File: src/rtl/vfr_pkg.sv
package vfr_pkg;

    localparam int PIECE_BYTES = 1024;
    localparam int PIECE_AW = $clog2(PIECE_BYTES);
    localparam int MAX_FRAME_BYTES = 65536;
    localparam int FRAME_AW = $clog2(MAX_FRAME_BYTES);
    localparam int PIECE_SLOTS = (MAX_FRAME_BYTES + PIECE_BYTES - 1) / PIECE_BYTES;
    localparam int SLOT_AW = $clog2(PIECE_SLOTS);
    localparam int PREFIX_LEN = 10;
    localparam int AUDIO_HEADER_BYTES = 13;
    localparam int VIDEO_HEADER_BYTES = 25;
    localparam int HDR_END = PREFIX_LEN + VIDEO_HEADER_BYTES;
    localparam int POS_MAX = HDR_END + PIECE_BYTES;
    localparam int POS_W = 11;

    localparam logic [31:0] TAG_WORD = 32'h5044_5356;
    localparam logic [31:0] NEWER_LIMIT = 32'h8000_0000;

    localparam logic [2:0] CFG_HOST_ADDR = 3'd0;
    localparam logic [2:0] CFG_HOST_PORT = 3'd1;
    localparam logic [2:0] CFG_VERSION = 3'd2;
    localparam logic [2:0] CFG_NONCE = 3'd3;

    localparam logic [2:0] STAT_REJECT = 3'd0;
    localparam logic [2:0] STAT_STORED = 3'd1;
    localparam logic [2:0] STAT_DUP = 3'd2;
    localparam logic [2:0] STAT_DONE = 3'd3;
    localparam logic [2:0] STAT_READ = 3'd4;

    typedef struct packed {
        logic             bad;
        logic [POS_W-1:0] len;
        logic [31:0]      seq;
        logic [15:0]      frag;
        logic [15:0]      frags;
        logic [31:0]      flen;
    } pkt_info_t;

endpackage

File: src/rtl/vfr_parser.sv
module vfr_parser (
    input  logic                  clk,
    input  logic                  rst_n,
    input  logic                  en,
    input  logic [7:0]            data_byte,
    input  logic                  last_byte,
    input  logic [31:0]           host_addr,
    input  logic [15:0]           host_port,
    input  logic [7:0]            version_byte,
    input  logic [63:0]           session_nonce,
    output vfr_pkg::pkt_info_t    info,
    output logic                  stage_we,
    output logic [vfr_pkg::PIECE_AW-1:0] stage_addr,
    output logic [7:0]            stage_data
);

    logic [vfr_pkg::POS_W-1:0] pos_reg;
    logic                      bad_reg;
    logic [31:0]               hf0_reg, hf1_reg, hf2_reg;
    logic                      done_bad_reg;
    logic [vfr_pkg::POS_W-1:0] len_reg;
    logic [7:0]                exp_byte;
    logic                      chk;
    logic                      byte_bad;
    logic [vfr_pkg::POS_W-1:0] pay_off;

    always_comb
    begin
        exp_byte = 8'd0;
        chk = 1'b1;
        unique case (pos_reg)
            11'd0, 11'd1, 11'd2: exp_byte = 8'd0;
            11'd3: exp_byte = 8'd1;
            11'd4: exp_byte = host_addr[31:24];
            11'd5: exp_byte = host_addr[23:16];
            11'd6: exp_byte = host_addr[15:8];
            11'd7: exp_byte = host_addr[7:0];
            11'd8: exp_byte = host_port[15:8];
            11'd9: exp_byte = host_port[7:0];
            11'd10: exp_byte = vfr_pkg::TAG_WORD[31:24];
            11'd11: exp_byte = vfr_pkg::TAG_WORD[23:16];
            11'd12: exp_byte = vfr_pkg::TAG_WORD[15:8];
            11'd13: exp_byte = vfr_pkg::TAG_WORD[7:0];
            11'd14: exp_byte = version_byte;
            11'd15: exp_byte = session_nonce[63:56];
            11'd16: exp_byte = session_nonce[55:48];
            11'd17: exp_byte = session_nonce[47:40];
            11'd18: exp_byte = session_nonce[39:32];
            11'd19: exp_byte = session_nonce[31:24];
            11'd20: exp_byte = session_nonce[23:16];
            11'd21: exp_byte = session_nonce[15:8];
            11'd22: exp_byte = session_nonce[7:0];
            default: chk = 1'b0;
        endcase
    end

    assign pay_off = pos_reg - vfr_pkg::POS_W'(vfr_pkg::HDR_END);
    // payload past one piece marks the packet bad
    assign byte_bad = (chk && (data_byte != exp_byte))
                    || (pos_reg >= vfr_pkg::POS_W'(vfr_pkg::POS_MAX));

    assign stage_we = en && (pos_reg >= vfr_pkg::POS_W'(vfr_pkg::HDR_END))
                    && (pos_reg < vfr_pkg::POS_W'(vfr_pkg::POS_MAX));
    assign stage_addr = pay_off[vfr_pkg::PIECE_AW-1:0];
    assign stage_data = data_byte;

    always_ff @(posedge clk or negedge rst_n)
    begin
        if (!rst_n)
        begin
            pos_reg <= '0;
            bad_reg <= 1'b0;
            hf0_reg <= '0;
            hf1_reg <= '0;
            hf2_reg <= '0;
            done_bad_reg <= 1'b0;
            len_reg <= '0;
        end
        else if (en)
        begin
            if (pos_reg >= 11'd23 && pos_reg < 11'd27)
            begin
                hf0_reg <= {hf0_reg[23:0], data_byte};
            end
            else if (pos_reg >= 11'd27 && pos_reg < 11'd31)
            begin
                hf1_reg <= {hf1_reg[23:0], data_byte};
            end
            else if (pos_reg >= 11'd31 && pos_reg < vfr_pkg::POS_W'(vfr_pkg::HDR_END))
            begin
                hf2_reg <= {hf2_reg[23:0], data_byte};
            end
            if (last_byte)
            begin
                pos_reg <= '0;
                bad_reg <= 1'b0;
                done_bad_reg <= bad_reg || byte_bad;
                len_reg <= pos_reg + 11'd1;
            end
            else
            begin
                bad_reg <= bad_reg || byte_bad;
                if (pos_reg < vfr_pkg::POS_W'(vfr_pkg::POS_MAX))
                begin
                    pos_reg <= pos_reg + 11'd1;
                end
            end
        end
    end

    assign info.bad = done_bad_reg;
    assign info.len = len_reg;
    assign info.seq = hf0_reg;
    assign info.frag = hf1_reg[31:16];
    assign info.frags = hf1_reg[15:0];
    assign info.flen = hf2_reg;

endmodule

File: config.mk
export PLATFORM = sky130hd
export DESIGN_NAME = vfr_parser
export DESIGN_NICKNAME = d
export VERILOG_FILES = /design/src/rtl/vfr_pkg.sv /design/src/rtl/vfr_parser.sv
export SDC_FILE = /design/constraint.sdc
export NUM_CORES = 1
export LEC_CHECK = 0
export BUFFER_PORTS_ARGS = -buffer_cell sky130_fd_sc_hd__buf_2
export CAP_MARGIN = 30
export CORE_ASPECT_RATIO = 0.9
export CORE_MARGIN = 10
export CORE_UTILIZATION = 45
export DETAILED_ROUTE_END_ITERATION = 7
export PLACE_DENSITY = 0.84
export SETUP_SLACK_MARGIN = 0.4
export SLEW_MARGIN = 5
export SYNTH_ARGS = -nofsm -noshare
export SYNTH_HDL_FRONTEND = slang
export SYNTH_SLANG_ARGS = --single-unit
File: constraint.sdc
create_clock -name clk -period 7 [get_ports clk]
set_clock_uncertainty 0.1 [all_clocks]
set_input_delay 1.4 -clock clk [delete_from_list [all_inputs] [get_ports clk]]
set_output_delay 1.4 -clock clk [all_outputs]
set_load 0.02 [all_outputs]
# Yosys cells after proc, flatten, opt, wreduce, memory -nomap -nowiden
# Index checks and enable logic that the tools add are counted.
# totals
ff_bits	120
in_bits	132
out_inout_bits	127
# classes
n_mux	5
reduce_logical	16
order_cmp	9
addsub	2
bitwise_logic	2
eq_ne	23
# op_table
op	count
one-hot mux 8 bit (20 select lines)	1
equality test 11 x 4 -> 1 bit, second input constant	8
equality test 11 x 5 -> 1 bit, second input constant	7
equality test 11 x 3 -> 1 bit, second input constant	4
greater-or-equal comparator 11 x 5 -> 1 bit, second input constant	3
OR reduction 23 bit	1
equality test 11 x 2 -> 1 bit, second input constant	2
< comparator 11 x 5 -> 1 bit, second input constant	2
two-way mux 11 bit	2
adder 11 x 1 -> 11 bit, second input constant	1
equality test 11 x 1 -> 1 bit, second input constant	1
greater-or-equal comparator 11 bit, second input constant	1
greater-or-equal comparator 11 x 6 -> 1 bit, second input constant	1
zero test 11 bit	1
< comparator 11 bit, second input constant	1
< comparator 11 x 6 -> 1 bit, second input constant	1
subtractor 10 x 6 -> 10 bit, second input constant	1
inequality test 8 bit	1
logical AND 1 bit	6
AND reduction 2 bit	3
AND reduction 4 bit	1
AND reduction 3 bit	1
logical OR 1 bit	2
two-way mux 1 bit	2
2 further kinds	3

# Longest topological paths before layout
# depth
depth_word	7
depth_mapped	12
depth_no_buf	9

# Least setup slack after synthesis
# OpenSTA, ideal clock, no wires.
# synth_timing
path_type	input-to-output
startpoint	in en
endpoint	out stage_we
t_required_ns	5.500
slack_ns	3.261
cell_stages	5
path_buffers	2
arrival_ns	2.239
cell_sequence	inv_1 clkbuf_1 nor2_1 buf_2 o21a_1
# synth_via
elab_chain_len	2
# synth_lines
item	line_no	text
start, declared	vfr_parser.sv:4	input logic en,
logical AND 1 bit	vfr_parser.sv:62	assign stage_we = en && (pos_reg >= vfr_pkg::POS_W'(vfr_pkg::HDR_END))
logical AND 1 bit	vfr_parser.sv:63	&& (pos_reg < vfr_pkg::POS_W'(vfr_pkg::POS_MAX));
end, declared	vfr_parser.sv:12	output logic stage_we,
# Every way passes these cells.

# Worst setup path in the final report
# layout_timing
startpoint	reg pos_reg[3] in the netlist's numbering
endpoint	out stage_we
# layout_via
elab_chain_len	3
# layout_lines
item	line_no	text
start, declared	vfr_parser.sv:17	logic [vfr_pkg::POS_W-1:0] pos_reg;
start signal, assigned	vfr_parser.sv:105	pos_reg <= pos_reg + 11'd1;
greater-or-equal comparator 11 x 6 -> 1 bit	vfr_parser.sv:62	
logical AND 1 bit	vfr_parser.sv:62	
logical AND 1 bit (*)	vfr_parser.sv:63	
# Mark *: on every way between the ends. The rest lies on a longest branch, timed or not.

==> flow_metrics.py <==
metrics = {
    "run_status": {
        "outcome": "completed",
    },
    "clocking": {
        "cts_tree": "built",
        "ctsRootBufferMaster": "clkbuf_16",
        "cts.reportedPaths.clkPinSlew_ns": 0.06,
        "holdBufCountCts": 0,
        "insertion_delay_ns": 0.41,
        "cts_buffer_depth": 2,
        "post_cts_buffers": 0,
        "cts_resized": 0,
        "clkSinkCount": 120,
        "cts.htree.levels": 4,
        "cts_buffers": 17,
    },
    "placed_design": {
        "dp_hpwl_um": 17200,
        "dp_slack_ns": 2.68,
        "port_buffers": 258,
        "place_congestion": 0.893,
    },
    "drt": {
        "drtAntennaViolNets": 0,
        "wl_um": 22600,
        "wl_per_cell_um": 22.0,
        "viasPerCell": 5.70,
        "via_count": 5857,
        "drt_iter0_drc": 377,
        "drc_errors": 0,
        "first_pass_iters": 5,
    },
    "synth": {
        "avgSynthCellArea_um2": 11.1,
        "synth_area_leaders": "dfrtp_1, mux2_2, a21oi_1",
        "synth_compound_area_share_pct": 15.0,
        "synth-adder-area-share_pct": 0.950,
        "synth_enable_flop_cells": 0,
        "synth_xor_area_share_pct": 2.53,
        "ys_seq_area_share_pct": 45.6,
        "synth_warnings": 0,
        "synthMuxAreaShare_pct": 17.5,
        "synth_area_leader_cell": "dfrtp_1",
        "syn_nets": 731,
        "synth-simple-area-share_pct": 12.8,
        "synth_cell_types": 69,
        "async_flop_share_pct": 100,
        "synth_commonest_cells": "dfrtp_1, mux2_2, nand2_1",
        "netlist_area_um2": 6580,
        "yosysMostFrequentCell": "dfrtp_1",
        "synth_top_area_share_pct": 45.6,
        "synthFlopType": "dfrtp_1",
        "syn_inst": 594,
        "synth_top_family_by_area": "multiplexers",
        "ys_ff_latch": 120,
    },
    "setup_path": {
        "required_ns": 5.50,
        "crit_arrival_ns": 3.00,
        "startpoint_type": "register",
        "critical_path_class": "reg -> out",
        "endpoint_kind": "output port",
        "cp_max_fo": 37,
        "r2r_start": "pos_reg[0]",
        "critical_path.startpoint": "pos_reg[3]",
    },
    "sta": {
        "setup_violations": 0,
        "slew_violations": 0,
        "rsz0062_at_grt": "no",
        "worst_pin_slew_ns": 1.01,
        "max_freq_mhz": 222,
        "fin_crit_sh_pct": 64.3,
        "slew-limit-headroom_pct": 32.4,
        "final_hold_viol_count": 0,
        "fin_setup_tns_ns": 0,
        "fin_crit_ns": 4.50,
        "fin_ws_ns": 2.50,
    },
    "worst_hold_path": {
        "hp-start": "len_reg[8]",
        "min_path_type": "reg -> reg",
    },
    "die": {
        "die-area_um2": 19900,
        "core.rowCount": 41,
        "initial_core_util_pct": 46.5,
        "die-width_um": 147,
        "ios": 259,
        "core_region_area_um2": 14200,
        "fp.dieH_um": 135,
    },
    "run": {
        "drv_cap": 0,
    },
    "grt": {
        "grt_max_degree": 62,
        "gr-usage-all-layers_pct": 22.3,
        "grt_pass1_vias": 6204,
        "antenna_found_initial": 0,
        "grt_overflow": 0,
        "grt_pass1_wl_um": 35100,
    },
    "power": {
        "power.leakage_nw": 4.36,
        "ir_drop_v": 0.000160,
        "power.density_nw_per_um2": 251,
    },
    "cells_and_area": {
        "final_net_count": 959,
        "layout-drive-gt1-share_pct": 49.1,
        "syn_to_final_growth_pct": 29.6,
        "insertedDiodeCount": 0,
    },
}
logic make-up (layout without fill, tap and decap cells):
logic type,count (synthesis),after routing
AO/OA/AOI/OAI,140,140
adder cells (fa/ha/maj),5,5
XOR/XNOR,19,19
buffers and inverters,65,306
AND/OR/NAND/NOR,142,142
flip-flops,120,120
multiplexers,103,103
final timing paths:
check | slack [ns] | depth (start not counted) | endpoint
setup / recovery | 2.50 | 7 | stage_we
hold / removal | 0.38 | 2 | len_reg[8]
setup reg to reg | 3.47 | 9 | done_bad_reg
hold reg to reg | 0.38 | 2 | len_reg[8]
max in group asynchronous | 4.58 | 2 | pos_reg[3]
min in group asynchronous | 0.94 | 1 | len_reg[1]
where the power goes:
| group | switching [W] | leakage [nW] | internal [W] |
|---|---|---|---|
| sequential | 0.0000332 | 1.64 | 0.000729 |
| combinational | 0.000269 | 2.41 | 0.000164 |
| clock | 0.000343 | 0.309 | 0.000605 |
layout make-up:
class | count | area (um^2)
inverter | 6 | 22.5
clock inverter | 15 | 215
fill | 1195 | 5630
tap | 193 | 241
timing repair buffer | 268 | 1400
clock buffer | 17 | 425
sequential | 120 | 3000
multi-input combinational | 409 | 3220
per-stage QoR:
stage	cell area, um^2	hold WS [ns]	total power (W)	utilization, %	std cells
final	8530	0.382	0.00214	60.2	1028
after CTS	8530	0.387	0.00215	60.2	1028
after detailed placement	7890	0.374	0.00120	55.7	996
after global placement	7840	0.359	0.00119	55.3	993
after global routing	8530	0.417	0.00223	60.2	1028
after floorplan	6580	0.421	0.00104	-	594
critical path: stages, from the launching register on:
cell      delay [ns]
dfrtp_1         0.37
buf_4           0.25
a2111o_1        0.41
a211oi_2        0.38
nor2_1          0.11
nor2_1          0.68
o21a_1          0.23
buf_2           0.17
cell usage in the layout (no fill, tap or decap), drive strengths merged, types with 5 or more instances in the layout:
cell	netlist	routed
xor2	7	7
o21ai	29	29
mux2	99	99
a222oi	7	7
a21oi	32	32
a22o	10	10
nor4	6	6
xnor2	12	12
inv	6	12
clkbuf	17	17
a211oi	7	7
a22oi	16	16
dfrtp	120	120
and3	13	13
nor3b	5	5
nand3	11	11
or3	5	5
a221oi	6	6
ha	5	5
nor3	8	8
nor2	21	21
nand2	38	38
nand3b	7	7
buf	42	268
per-layer routing:
layer	track usage, %	up-vias	share of wire (%)
li1	-	2673	-
met4	7.65	0	2.1
met1	26.3	2856	41
met3	6.85	35	7.9
met5	0	-	0
met2	37.8	293	49
(Power assumes the default switching activity.)
